==> config.mk <==
export PLATFORM = sky130hd
export DESIGN_NAME = mixed_radix_counter_unit
export DESIGN_NICKNAME = d
export VERILOG_FILES = /design/src/mrc_pkg.sv /design/src/mrc_horner.sv /design/src/mrc_div.sv /design/src/mixed_radix_counter_unit.sv
export VERILOG_INCLUDE_DIRS = /design/src /design/src/src
export SDC_FILE = /design/constraint.sdc
export NUM_CORES = 2
export LEC_CHECK = 0
export CAP_MARGIN = 25
export CORE_MARGIN = 4
export CORE_UTILIZATION = 40
export CTS_BUF_LIST = sky130_fd_sc_hd__clkbuf_4 sky130_fd_sc_hd__clkbuf_8 sky130_fd_sc_hd__clkbuf_16
export CTS_CLUSTER_DIAMETER = 40
export DETAILED_ROUTE_END_ITERATION = 8
export DONT_BUFFER_PORTS = 1
export PLACE_DENSITY_LB_ADDON = 0.05
export SYNTH_ARGS = -nofsm -noshare
export SYNTH_HDL_FRONTEND = slang
export SYNTH_SLANG_ARGS = --single-unit
==> constraint.sdc <==
create_clock -name clock -period 13.75 [get_ports clock]
set_clock_uncertainty 0.1 [all_clocks]
set_input_delay 0.6875 -clock clock [delete_from_list [all_inputs] [get_ports clock]]
set_output_delay 0.6875 -clock clock [all_outputs]
set_load 0.05 [all_outputs]
==> src/mixed_radix_counter_unit_assert.svh <==
// Assertion macros for the mixed-radix counter blocks.
`ifndef MIXED_RADIX_COUNTER_UNIT_ASSERT_SVH
`define MIXED_RADIX_COUNTER_UNIT_ASSERT_SVH

// Same-cycle implication, sampled on clock, masked during reset.
`define MRC_ASSERT_IMP(lbl, ante, cons, msg) \
   lbl: assert property (@(posedge clock) disable iff (reset) (ante) |-> (cons)) \
      else $error(msg);

// Next-cycle implication, sampled on clock, masked during reset.
`define MRC_ASSERT_NXT(lbl, ante, cons, msg) \
   lbl: assert property (@(posedge clock) disable iff (reset) (ante) |=> (cons)) \
      else $error(msg);

`endif

==> src/mrc_pkg.sv <==
// Shared constants, types and command codes for the mixed-radix counter.
`default_nettype none
package mrc_pkg;
   localparam int MAX_DIGITS  = 4;
   localparam int DIGIT_W     = 15;
   localparam int VAL_W       = 60;
   localparam int DIV_W       = VAL_W + 2;
   localparam int DIV_CW      = $clog2(DIV_W + 1);
   localparam int IDX_W       = $clog2(MAX_DIGITS);
   localparam int NDIG_W      = 3;
   localparam int BIT_CW      = $clog2(DIGIT_W + 1);
   localparam int REQ_TDATA_W = 64;
   localparam int REQ_TUSER_W = 3;
   localparam int RSP_TDATA_W = 128;
   localparam int CSR_IDX_W   = 3;

   typedef logic [DIGIT_W-1:0] digit_type;
   typedef logic [VAL_W-1:0]   value_type;
   typedef logic [IDX_W-1:0]   dsel_type;

   typedef enum logic [2:0] {
      CMD_INC  = 3'd0,
      CMD_DEC  = 3'd1,
      CMD_LOAD = 3'd2,
      CMD_ADD  = 3'd3,
      CMD_SUB  = 3'd4,
      CMD_SET  = 3'd5,
      CMD_CMP  = 3'd6
   } cmd_type;

   localparam logic [CSR_IDX_W-1:0] CSR_NUM_DIGITS = 3'd0;
   localparam logic [CSR_IDX_W-1:0] CSR_RADIX_0    = 3'd1;
   localparam logic [CSR_IDX_W-1:0] CSR_RADIX_3    = 3'd4;

   // status from the Horner unit to the sequencer
   typedef struct packed {
      logic     done;
      dsel_type idx;
   } horner_stat_type;
endpackage
`default_nettype wire

==> src/mrc_horner.sv <==
// Bit-serial Horner unit: radix product and linear index over the active digits.
`default_nettype none
module mrc_horner (
   input  logic                     clock,
   input  logic                     reset,
   input  logic                     start,
   input  logic [2:0]               n_active,
   input  mrc_pkg::digit_type       digit_in,
   input  mrc_pkg::digit_type       radix_in,
   output mrc_pkg::horner_stat_type stat,
   output mrc_pkg::value_type       prod,
   output mrc_pkg::value_type       index
);
   import mrc_pkg::*;

   logic              busy_ff, busy_in, done_ff, done_in;
   dsel_type          k_ff, k_in;
   logic [BIT_CW-1:0] cnt_ff, cnt_in, bsel;
   value_type         v_ff, v_in, p_ff, p_in, av_ff, av_in, ap_ff, ap_in;
   value_type         av_sh, ap_sh;
   logic              rbit, last_digit;

   always_comb begin
      bsel       = BIT_CW'(DIGIT_W - 1) - cnt_ff;
      rbit       = (cnt_ff == BIT_CW'(DIGIT_W)) ? 1'b0 : radix_in[bsel[IDX_W+1:0]];
      av_sh      = (cnt_ff == '0) ? '0 : {av_ff[VAL_W-2:0], 1'b0};
      ap_sh      = (cnt_ff == '0) ? '0 : {ap_ff[VAL_W-2:0], 1'b0};
      last_digit = ({1'b0, k_ff} == (n_active - 3'd1));
      busy_in = busy_ff;
      done_in = 1'b0;
      k_in    = k_ff;
      cnt_in  = cnt_ff;
      v_in    = v_ff;
      p_in    = p_ff;
      av_in   = av_ff;
      ap_in   = ap_ff;
      if (start) begin
         busy_in = 1'b1;
         k_in    = '0;
         cnt_in  = '0;
         v_in    = '0;
         p_in    = VAL_W'(1);
      end else if (busy_ff) begin
         if (cnt_ff == BIT_CW'(DIGIT_W)) begin
            v_in   = av_ff + VAL_W'(digit_in);
            p_in   = ap_ff;
            cnt_in = '0;
            if (last_digit) begin
               busy_in = 1'b0;
               done_in = 1'b1;
            end else begin
               k_in = k_ff + 1'b1;
            end
         end else begin
            av_in  = av_sh + (rbit ? v_ff : '0);
            ap_in  = ap_sh + (rbit ? p_ff : '0);
            cnt_in = cnt_ff + 1'b1;
         end
      end
   end

   always_ff @(posedge clock) begin
      if (reset) begin
         busy_ff <= 1'b0;
         done_ff <= 1'b0;
         k_ff    <= '0;
         cnt_ff  <= '0;
      end else begin
         busy_ff <= busy_in;
         done_ff <= done_in;
         k_ff    <= k_in;
         cnt_ff  <= cnt_in;
      end
      v_ff  <= v_in;
      p_ff  <= p_in;
      av_ff <= av_in;
      ap_ff <= ap_in;
   end

   assign stat.done = done_ff;
   assign stat.idx  = k_ff;
   assign prod      = p_ff;
   assign index     = v_ff;
endmodule
`default_nettype wire

==> src/mrc_div.sv <==
// Restoring divider, one quotient bit per cycle.
`default_nettype none
module mrc_div (
   input  logic                           clock,
   input  logic                           reset,
   input  logic                           start,
   input  logic [mrc_pkg::DIV_W-1:0]      dividend,
   input  mrc_pkg::value_type             divisor,
   output logic                           done,
   output logic [mrc_pkg::DIV_W-1:0]      quotient,
   output mrc_pkg::value_type             remainder
);
   import mrc_pkg::*;

   logic [DIV_W-1:0]  x_ff, x_in;
   value_type         r_ff, r_in;
   logic [DIV_CW-1:0] cnt_ff, cnt_in;
   logic              busy_ff, busy_in, done_ff, done_in;
   logic [VAL_W:0]    t, diff;
   logic              ge;

   always_comb begin
      t       = {r_ff, x_ff[DIV_W-1]};
      ge      = (t >= {1'b0, divisor});
      diff    = t - {1'b0, divisor};
      x_in    = x_ff;
      r_in    = r_ff;
      cnt_in  = cnt_ff;
      busy_in = busy_ff;
      done_in = 1'b0;
      if (start) begin
         x_in    = dividend;
         r_in    = '0;
         cnt_in  = '0;
         busy_in = 1'b1;
      end else if (busy_ff) begin
         r_in   = ge ? diff[VAL_W-1:0] : t[VAL_W-1:0];
         x_in   = {x_ff[DIV_W-2:0], ge};
         cnt_in = cnt_ff + 1'b1;
         if (cnt_ff == DIV_CW'(DIV_W - 1)) begin
            busy_in = 1'b0;
            done_in = 1'b1;
         end
      end
   end

   always_ff @(posedge clock) begin
      if (reset) begin
         busy_ff <= 1'b0;
         done_ff <= 1'b0;
         cnt_ff  <= '0;
      end else begin
         busy_ff <= busy_in;
         done_ff <= done_in;
         cnt_ff  <= cnt_in;
      end
      x_ff <= x_in;
      r_ff <= r_in;
   end

   assign done      = done_ff;
   assign quotient  = x_ff;
   assign remainder = r_ff;
endmodule
`default_nettype wire

==> src/mixed_radix_counter_unit.sv <==
// Mixed-radix up/down counter: sequencer, digit store, config and result register.
//
//  channel | dir | handshake                 | payload
//  req     | in  | req_tvalid / req_tready   | tdata: operand, digit_select; tuser: cmd
//  rsp     | out | rsp_tvalid / rsp_tready   | tdata: index, digits, flags
//  csr     | in  | csr_valid  / csr_ready    | csr_index, csr_data
//
// One request at a time. A request runs a Horner pass over the n active digits,
// then inc/dec ripple over at most n digits, or one divide by the radix product
// plus n divides by the radices on the shared restoring divider (subtract adds a
// second divide by the product to reduce the difference), and for inc/dec/set
// digit a second Horner pass.
// Synchronous reset: digits 0, wrap flag 0, one digit, all radices 1.
// A finished response waits in the output register; the next request is taken
// meanwhile and only stalls at its end if the previous response is still held.
`default_nettype none
`include "mixed_radix_counter_unit_assert.svh"
module mixed_radix_counter_unit (
   input  logic                                clock,
   input  logic                                reset,
   // tdata: operand[59:0], digit_select[61:60], zero [63:62]
   input  logic                                req_tvalid,
   output logic                                req_tready,
   input  logic [mrc_pkg::REQ_TDATA_W-1:0]     req_tdata,
   // tuser: cmd[2:0]
   input  logic [mrc_pkg::REQ_TUSER_W-1:0]     req_tuser,
   // tdata: linear_index[59:0], digit_0..digit_3[119:60], wrapped[120],
   //        is_less[121], is_equal[122], is_greater[123], zero [127:124]
   output logic                                rsp_tvalid,
   input  logic                                rsp_tready,
   output logic [mrc_pkg::RSP_TDATA_W-1:0]     rsp_tdata,
   input  logic                                csr_valid,
   output logic                                csr_ready,
   input  logic [mrc_pkg::CSR_IDX_W-1:0]       csr_index,
   input  logic [mrc_pkg::DIGIT_W-1:0]         csr_data
);
   import mrc_pkg::*;

   typedef enum logic [9:0] {
      ST_IDLE = 10'b0000000001,
      ST_HORN = 10'b0000000010,
      ST_EXEC = 10'b0000000100,
      ST_RIPL = 10'b0000001000,
      ST_DIVP = 10'b0000010000,
      ST_FIXP = 10'b0000100000,
      ST_DECO = 10'b0001000000,
      ST_POST = 10'b0010000000,
      ST_FIN  = 10'b0100000000,
      ST_MODP = 10'b1000000000
   } state_type;

   state_type state_ff, state_in;

   // config registers
   logic [NDIG_W-1:0] ndig_ff;
   digit_type         radix_ff [MAX_DIGITS];

   // counter state
   digit_type digits_ff [MAX_DIGITS];
   digit_type digits_in [MAX_DIGITS];
   logic      wrap_ff, wrap_in;

   // request and working registers
   logic [2:0]       cmd_ff;
   value_type        opnd_ff;
   dsel_type         sel_ff;
   logic             lt_ff, lt_in, eq_ff, eq_in, gt_ff, gt_in;
   value_type        prod_ff, prod_in, cur_ff, cur_in, lin_ff, lin_in, val_ff, val_in;
   logic             borrow_ff, borrow_in, kick_ff, kick_in;
   dsel_type         rip_ff, rip_in, dec_ff, dec_in;
   logic [DIV_W-1:0] div_a_ff, div_a_in;

   // response register
   logic                   rsp_valid_ff, rsp_valid_in;
   logic [RSP_TDATA_W-1:0] rsp_data_ff, rsp_data_in;

   // datapath
   logic [2:0]       n_act;
   dsel_type         cur_idx;
   digit_type        digit_rd, radix_raw, radix_rd, wd;
   logic             we, accept, rsp_load, hstart, fin;
   logic [DIGIT_W:0] inc_sum;
   logic [VAL_W:0]   sub_diff;
   value_type        fix_val, div_b;
   horner_stat_type  hstat;
   value_type        hprod, hidx;
   logic             div_done;
   logic [DIV_W-1:0] dquot;
   value_type        drem;

   assign csr_ready  = 1'b1;
   assign req_tready = (state_ff == ST_IDLE);
   assign accept     = req_tvalid & req_tready;

   always_comb begin
      if (ndig_ff == '0) begin
         n_act = 3'd1;
      end else if (ndig_ff > NDIG_W'(MAX_DIGITS)) begin
         n_act = NDIG_W'(MAX_DIGITS);
      end else begin
         n_act = ndig_ff;
      end
   end

   // one shared digit/radix read address, chosen by the phase
   always_comb begin
      if (state_ff == ST_HORN || state_ff == ST_POST) begin
         cur_idx = hstat.idx;
      end else if (state_ff == ST_RIPL) begin
         cur_idx = rip_ff;
      end else if (state_ff == ST_EXEC) begin
         cur_idx = sel_ff;
      end else begin
         cur_idx = dec_ff;
      end
   end

   assign digit_rd  = digits_ff[cur_idx];
   assign radix_raw = radix_ff[cur_idx];
   assign radix_rd  = (radix_raw == '0) ? DIGIT_W'(1) : radix_raw;
   assign div_b     = (state_ff == ST_DIVP || state_ff == ST_MODP) ? prod_ff
                                                                   : VAL_W'(radix_rd);
   assign inc_sum   = {1'b0, digit_rd} + 1'b1;
   assign sub_diff  = {1'b0, cur_ff} - {1'b0, drem};
   assign fix_val   = borrow_ff ? (val_ff + prod_ff) : val_ff;
   assign rsp_load  = (state_ff == ST_FIN) & (~rsp_valid_ff | rsp_tready);

   mrc_horner u_horner (
      .clock    (clock),
      .reset    (reset),
      .start    (hstart),
      .n_active (n_act),
      .digit_in (digit_rd),
      .radix_in (radix_rd),
      .stat     (hstat),
      .prod     (hprod),
      .index    (hidx)
   );

   mrc_div u_div (
      .clock     (clock),
      .reset     (reset),
      .start     (kick_ff),
      .dividend  (div_a_ff),
      .divisor   (div_b),
      .done      (div_done),
      .quotient  (dquot),
      .remainder (drem)
   );

   // sequencer
   always_comb begin
      state_in  = state_ff;
      wrap_in   = wrap_ff;
      lt_in     = lt_ff;
      eq_in     = eq_ff;
      gt_in     = gt_ff;
      prod_in   = prod_ff;
      cur_in    = cur_ff;
      lin_in    = lin_ff;
      val_in    = val_ff;
      borrow_in = borrow_ff;
      kick_in   = 1'b0;
      rip_in    = rip_ff;
      dec_in    = dec_ff;
      div_a_in  = div_a_ff;
      hstart    = 1'b0;
      we        = 1'b0;
      wd        = digit_rd;
      fin       = 1'b0;
      unique case (state_ff)
         ST_IDLE: begin
            if (accept) begin
               lt_in    = 1'b0;
               eq_in    = 1'b0;
               gt_in    = 1'b0;
               hstart   = 1'b1;
               state_in = ST_HORN;
            end
         end
         ST_HORN: begin
            if (hstat.done) begin
               prod_in  = hprod;
               cur_in   = hidx;
               state_in = ST_EXEC;
            end
         end
         ST_EXEC: begin
            case (cmd_ff)
               CMD_INC, CMD_DEC: begin
                  rip_in   = dsel_type'(n_act - 3'd1);
                  state_in = ST_RIPL;
               end
               CMD_LOAD, CMD_SUB: begin
                  div_a_in = DIV_W'(opnd_ff);
                  kick_in  = 1'b1;
                  state_in = ST_DIVP;
               end
               CMD_ADD: begin
                  div_a_in = DIV_W'(cur_ff) + DIV_W'(opnd_ff);
                  kick_in  = 1'b1;
                  state_in = ST_DIVP;
               end
               CMD_SET: begin
                  if (({1'b0, sel_ff} < n_act) && (opnd_ff < VAL_W'(radix_rd))) begin
                     we = 1'b1;
                     wd = opnd_ff[DIGIT_W-1:0];
                  end
                  hstart   = 1'b1;
                  state_in = ST_POST;
               end
               CMD_CMP: begin
                  lt_in    = (cur_ff < opnd_ff);
                  eq_in    = (cur_ff == opnd_ff);
                  gt_in    = (cur_ff > opnd_ff);
                  lin_in   = cur_ff;
                  state_in = ST_FIN;
               end
               default: begin
                  lin_in   = cur_ff;
                  state_in = ST_FIN;
               end
            endcase
         end
         ST_RIPL: begin
            // carry/borrow ripples from the fastest digit towards digit 0
            we = 1'b1;
            if (cmd_ff == CMD_INC) begin
               if (inc_sum < {1'b0, radix_rd}) begin
                  wd  = inc_sum[DIGIT_W-1:0];
                  fin = 1'b1;
               end else begin
                  wd = '0;
               end
            end else begin
               if (digit_rd != '0) begin
                  wd  = digit_rd - 1'b1;
                  fin = 1'b1;
               end else begin
                  wd = radix_rd - 1'b1;
               end
            end
            if (!fin) begin
               if (rip_ff == '0) begin
                  wrap_in = 1'b1;
                  fin     = 1'b1;
               end else begin
                  rip_in = rip_ff - 1'b1;
               end
            end
            if (fin) begin
               hstart   = 1'b1;
               state_in = ST_POST;
            end
         end
         ST_DIVP: begin
            if (div_done) begin
               if (cmd_ff == CMD_SUB) begin
                  borrow_in = sub_diff[VAL_W];
                  val_in    = sub_diff[VAL_W-1:0];
                  wrap_in   = sub_diff[VAL_W];
               end else begin
                  borrow_in = 1'b0;
                  val_in    = drem;
                  wrap_in   = (dquot != '0);
               end
               state_in = ST_FIXP;
            end
         end
         ST_FIXP: begin
            div_a_in = DIV_W'(fix_val);
            kick_in  = 1'b1;
            if (cmd_ff == CMD_SUB) begin
               // difference may still reach the product when a digit sits above its radix
               state_in = ST_MODP;
            end else begin
               lin_in   = fix_val;
               dec_in   = dsel_type'(n_act - 3'd1);
               state_in = ST_DECO;
            end
         end
         ST_MODP: begin
            if (div_done) begin
               wrap_in  = wrap_ff | (dquot != '0);
               lin_in   = drem;
               div_a_in = DIV_W'(drem);
               dec_in   = dsel_type'(n_act - 3'd1);
               kick_in  = 1'b1;
               state_in = ST_DECO;
            end
         end
         ST_DECO: begin
            if (div_done) begin
               we = 1'b1;
               wd = drem[DIGIT_W-1:0];
               if (dec_ff == '0) begin
                  state_in = ST_FIN;
               end else begin
                  dec_in   = dec_ff - 1'b1;
                  div_a_in = dquot;
                  kick_in  = 1'b1;
               end
            end
         end
         ST_POST: begin
            if (hstat.done) begin
               lin_in   = hidx;
               state_in = ST_FIN;
            end
         end
         ST_FIN: begin
            if (rsp_load) begin
               state_in = ST_IDLE;
            end
         end
         default: begin
            state_in = ST_IDLE;
         end
      endcase
   end

   always_comb begin
      for (int i = 0; i < MAX_DIGITS; i++) begin
         digits_in[i] = digits_ff[i];
      end
      if (we) begin
         digits_in[cur_idx] = wd;
      end
   end

   always_comb begin
      rsp_valid_in = (rsp_valid_ff & ~rsp_tready) | rsp_load;
      rsp_data_in  = rsp_data_ff;
      if (rsp_load) begin
         rsp_data_in = {4'b0000, gt_ff, eq_ff, lt_ff, wrap_ff,
                        digits_ff[3], digits_ff[2], digits_ff[1], digits_ff[0], lin_ff};
      end
   end

   always_ff @(posedge clock) begin
      if (reset) begin
         state_ff     <= ST_IDLE;
         ndig_ff      <= NDIG_W'(1);
         wrap_ff      <= 1'b0;
         kick_ff      <= 1'b0;
         rsp_valid_ff <= 1'b0;
         for (int i = 0; i < MAX_DIGITS; i++) begin
            radix_ff[i]  <= DIGIT_W'(1);
            digits_ff[i] <= '0;
         end
      end else begin
         state_ff     <= state_in;
         wrap_ff      <= wrap_in;
         kick_ff      <= kick_in;
         rsp_valid_ff <= rsp_valid_in;
         for (int i = 0; i < MAX_DIGITS; i++) begin
            digits_ff[i] <= digits_in[i];
         end
         if (csr_valid && csr_ready) begin
            if (csr_index == CSR_NUM_DIGITS) begin
               ndig_ff <= csr_data[NDIG_W-1:0];
            end else if (csr_index >= CSR_RADIX_0 && csr_index <= CSR_RADIX_3) begin
               radix_ff[dsel_type'(csr_index - CSR_RADIX_0)] <= csr_data;
            end
         end
      end
      if (accept) begin
         cmd_ff  <= req_tuser[2:0];
         opnd_ff <= req_tdata[VAL_W-1:0];
         sel_ff  <= req_tdata[VAL_W+IDX_W-1:VAL_W];
      end
      lt_ff       <= lt_in;
      eq_ff       <= eq_in;
      gt_ff       <= gt_in;
      prod_ff     <= prod_in;
      cur_ff      <= cur_in;
      lin_ff      <= lin_in;
      val_ff      <= val_in;
      borrow_ff   <= borrow_in;
      rip_ff      <= rip_in;
      dec_ff      <= dec_in;
      div_a_ff    <= div_a_in;
      rsp_data_ff <= rsp_data_in;
   end

   assign rsp_tvalid = rsp_valid_ff;
   assign rsp_tdata  = rsp_data_ff;

   `MRC_ASSERT_IMP(a_div_done_phase, div_done, (state_ff == ST_DIVP) || (state_ff == ST_MODP) || (state_ff == ST_DECO), "divider finished outside a divide phase")
   `MRC_ASSERT_IMP(a_horner_done_phase, hstat.done, (state_ff == ST_HORN) || (state_ff == ST_POST), "Horner unit finished outside a Horner phase")
   `MRC_ASSERT_NXT(a_accept_starts_horner, accept, state_ff == ST_HORN, "accepted request did not start the Horner pass")
   `MRC_ASSERT_NXT(a_fin_loads_rsp, (state_ff == ST_FIN) && !rsp_valid_ff, rsp_valid_ff && (state_ff == ST_IDLE), "free response register not loaded")
endmodule
`default_nettype wire
==> results.md <==
* Status: finished, final reports clean
* Final ANT Viol Nets at 0
* Cell Pwr Density at 150 nW/µm²
* Post-layout util at a little under half
* DRT iter0 DRCs at approximately 6100
* Worst Tran Pin Value at 1.10 ns
* Nets at ~7700
* Seq/Total Area, Yosys at between 40% and 50%
* Core Area at ~160000 µm²
* Total power at 11.6 mW
* Drt pass-1 iters at 8
* Synth Register Bits at roughly 1000
* Setup CP Type: reg2reg
* I/O pins at 221
* Die Footprint at 173000 µm²
* Number of max-cap violations at 0
* Root Buffer: clkbuf_16
* EDFF count, synth at 741
* Reg power frac at about 32%
* Initial Util at between 40% and 50%
* Share of cells above drive strength 1 at 9.68%
* Ys async rst share at 0%
* Cell variety after synth at approximately 110
* Largest net degree at the start of global routing at 96
* Post-CTS sizing at 0
* Clock share of power at between 40 and 50%
* Site Rows at 149
* Setup_tns at 0 ns
* Crit path max fanout at 73
* Most frequent cells in the layout: edfxtp_1 (741), nor2_1 (683), a21oi_1 (623)
* GRT Util Overall at 28.8%
* Post-Place Cells at 9027
* Delay-heaviest family, CP: compound AO/OA/AOI/OAI gates
* Crit path required time at 14.24 ns
* Crit path max-delay cell type: nor3_4
* CTS tree: built
* Power Internal at just under 8 mW
* Commonest non-fill, non-tap cell in the layout: edfxtp_1
* Routed len/inst at 27.0 µm
* Rel. slew slack at between 20% and 30%
* Hold slack at 0.0861 ns
* Critical path capture point type: flip-flop
* Placed Instance Area at between 60000 and 70000 µm²
* Psw at roughly 3.8 mW
* Pre-CTS setup slack at between 2 and 3 ns
* CTS Buffer Depth at 3
* Post-Syn Area per Cell at roughly 9.4 µm²
* Combinational power share at 22.9%
* H-tree Lvls at 4
* CTS Buf Count at around 200
* Crit path DAT at approximately 12 ns
* Crit path buf inv count at 3
* Die width at 416 µm
* Area Growth Syn to Fin at 15.9%
* Design area at 77000 µm²
* Clock sink count at between 1000 and 1500
* Max Clock Freq at approximately 90 MHz
* Port Buf Inserts at 0
* Setup violators final at 0
* WL final at around 260000 µm
* GRT Residual Overflow at 0
* Die Ht at 416 µm
* Post-Syn Area at about 66000 µm²
* DRC at 0
* Synth warn at 0
* Main flop type after synthesis: edfxtp_1
* Detailed Place HPWL at ~200000 µm
* CP most frequent cell: buf_4
* Switching portion of total power at 33.0%
* DR vias at about 56000
* Startpoint types: flip-flop
* Fin crit period at about 11 ns
* Hold Fails Final Rpt at 0
* Post-route insts no fill at about 9500
* RePlAce Congestion at 0.964
* Clock slew at reported path FFs at around 0.06 ns
* Worst-skew pair later-pin latency at slightly below 0.9 ns
* Leakage power at 29.4 nW
* HP Class: in2reg
* Peak supply drop at approximately 0.14 mV
* Initial antenna violation count at 6
* RSZ-0062 raised after global routing: false
* Vias in the first global route at between 50000 and 60000
* Slew Limit Fails at 0
* Fin crit share at about four fifths
* Cells after Synth at ~7000
* First-pass GRT wire length at 372000 µm
* Final worst slack at between 2 and 3 ns
* Vias per cell at between 5 and 6
* Crit path largest cell delay at approximately 0.83 ns
## final timing paths
kind,startpoint,cells past startpoint,endpoint,slack [ns]
min,csr_valid,2,radix_ff[3][0],0.09
max,state_ff[9],27,u_horner.av_ff[57],2.67
max reg2reg,state_ff[9],27,u_horner.av_ff[57],2.67
min reg2reg,lin_ff[47],0,rsp_tdata[47],0.31
## logic make-up after synthesis
group           share of synthesized area [%]
simple gates                             16.7
compound gates                           19.9
flops                                    41.7
buf+inv                                  3.75
fa+ha+maj                                9.08
xor+xnor                                 5.09
mux                                      3.82
other cells                            0.0113
## routing by layer
layer / track usage, % / up-vias / share of wire, %
met5: 0 / - / 0
met4: 8.02 / 0 / 2.7
met3: 5.80 / 332 / 8.5
met2: 39.9 / 2297 / 40
met1: 44.9 / 27600 / 49
li1: - / 26200 / -
## sequential cells by signal, indices dropped and copies added (netlist names), 3 cells and up
name / count
rsp_tdata: 124
div_a_ff: 62
u_div.quotient: 62
cur_ff: 60
digits_ff: 60
lin_ff: 60
opnd_ff: 60
prod_ff: 60
radix_ff: 60
u_div.remainder: 60
u_horner.ap_ff: 60
u_horner.av_ff: 60
u_horner.index: 60
u_horner.prod: 60
val_ff: 60
state_ff: 10
u_div.cnt_ff: 6
u_horner.cnt_ff: 4
cmd_ff: 3
ndig_ff: 3
## cell usage after synthesis (31+ instances only)
library cell	instances	area (µm²)
o211ai_1	50	375
mux2_2	92	1040
o21a_1	52	390
nand4_1	72	450
nand2b_1	56	350
and2_1	319	2000
and3_1	63	394
ha_1	471	5890
o22ai_1	44	275
nand3_1	127	636
a21o_1	209	1570
nor2b_1	68	425
a211oi_2	31	388
xnor2_1	247	2160
o21ai_0	348	1740
nand2_1	560	2100
a211o_1	34	298
xor2_1	139	1220
or3_1	38	238
nor3_1	127	636
a31oi_1	39	244
clkbuf_1	241	905
o21bai_1	78	586
edfxtp_1	741	22300
a21oi_1	623	3120
o31ai_1	31	233
inv_1	314	1180
nor4_1	57	357
dfxtp_1	272	5450
buf_2	37	185
a211oi_1	198	1490
mux2i_1	139	1390
nor2_1	687	2580
## area by class of cell
cell class	count	area, µm²
Sequential cell	1013	27700
Fill cell	15700	88000
Inverter	316	1190
Clock buffer	230	5340
Timing Repair Buffer	189	1680
Multi-Input combinational cell	5404	36400
Clock inverter	153	1940
Tap cell	2189	2740
Antenna cell	3	7.51
## power by group through the flow
stage                     sequential, mW  clock (mW)  combinational (mW)
after CTS                           3.71        5.29                2.60
after global placement              3.77           0                2.56
after global routing                3.73        5.44                2.89
after floorplan                     3.67           0                1.88
after detailed placement            3.77           0                2.55
final                               3.72        5.21                2.64
## what timing repair did
| item | in CTS | in global routing |
|---|---|---|
| endpoints found under the hold margin | 203 | 0 |
| buffers inserted | 0 | 0 |
| hold buffers | 82 | 0 |
(Power assumes the default switching activity.)
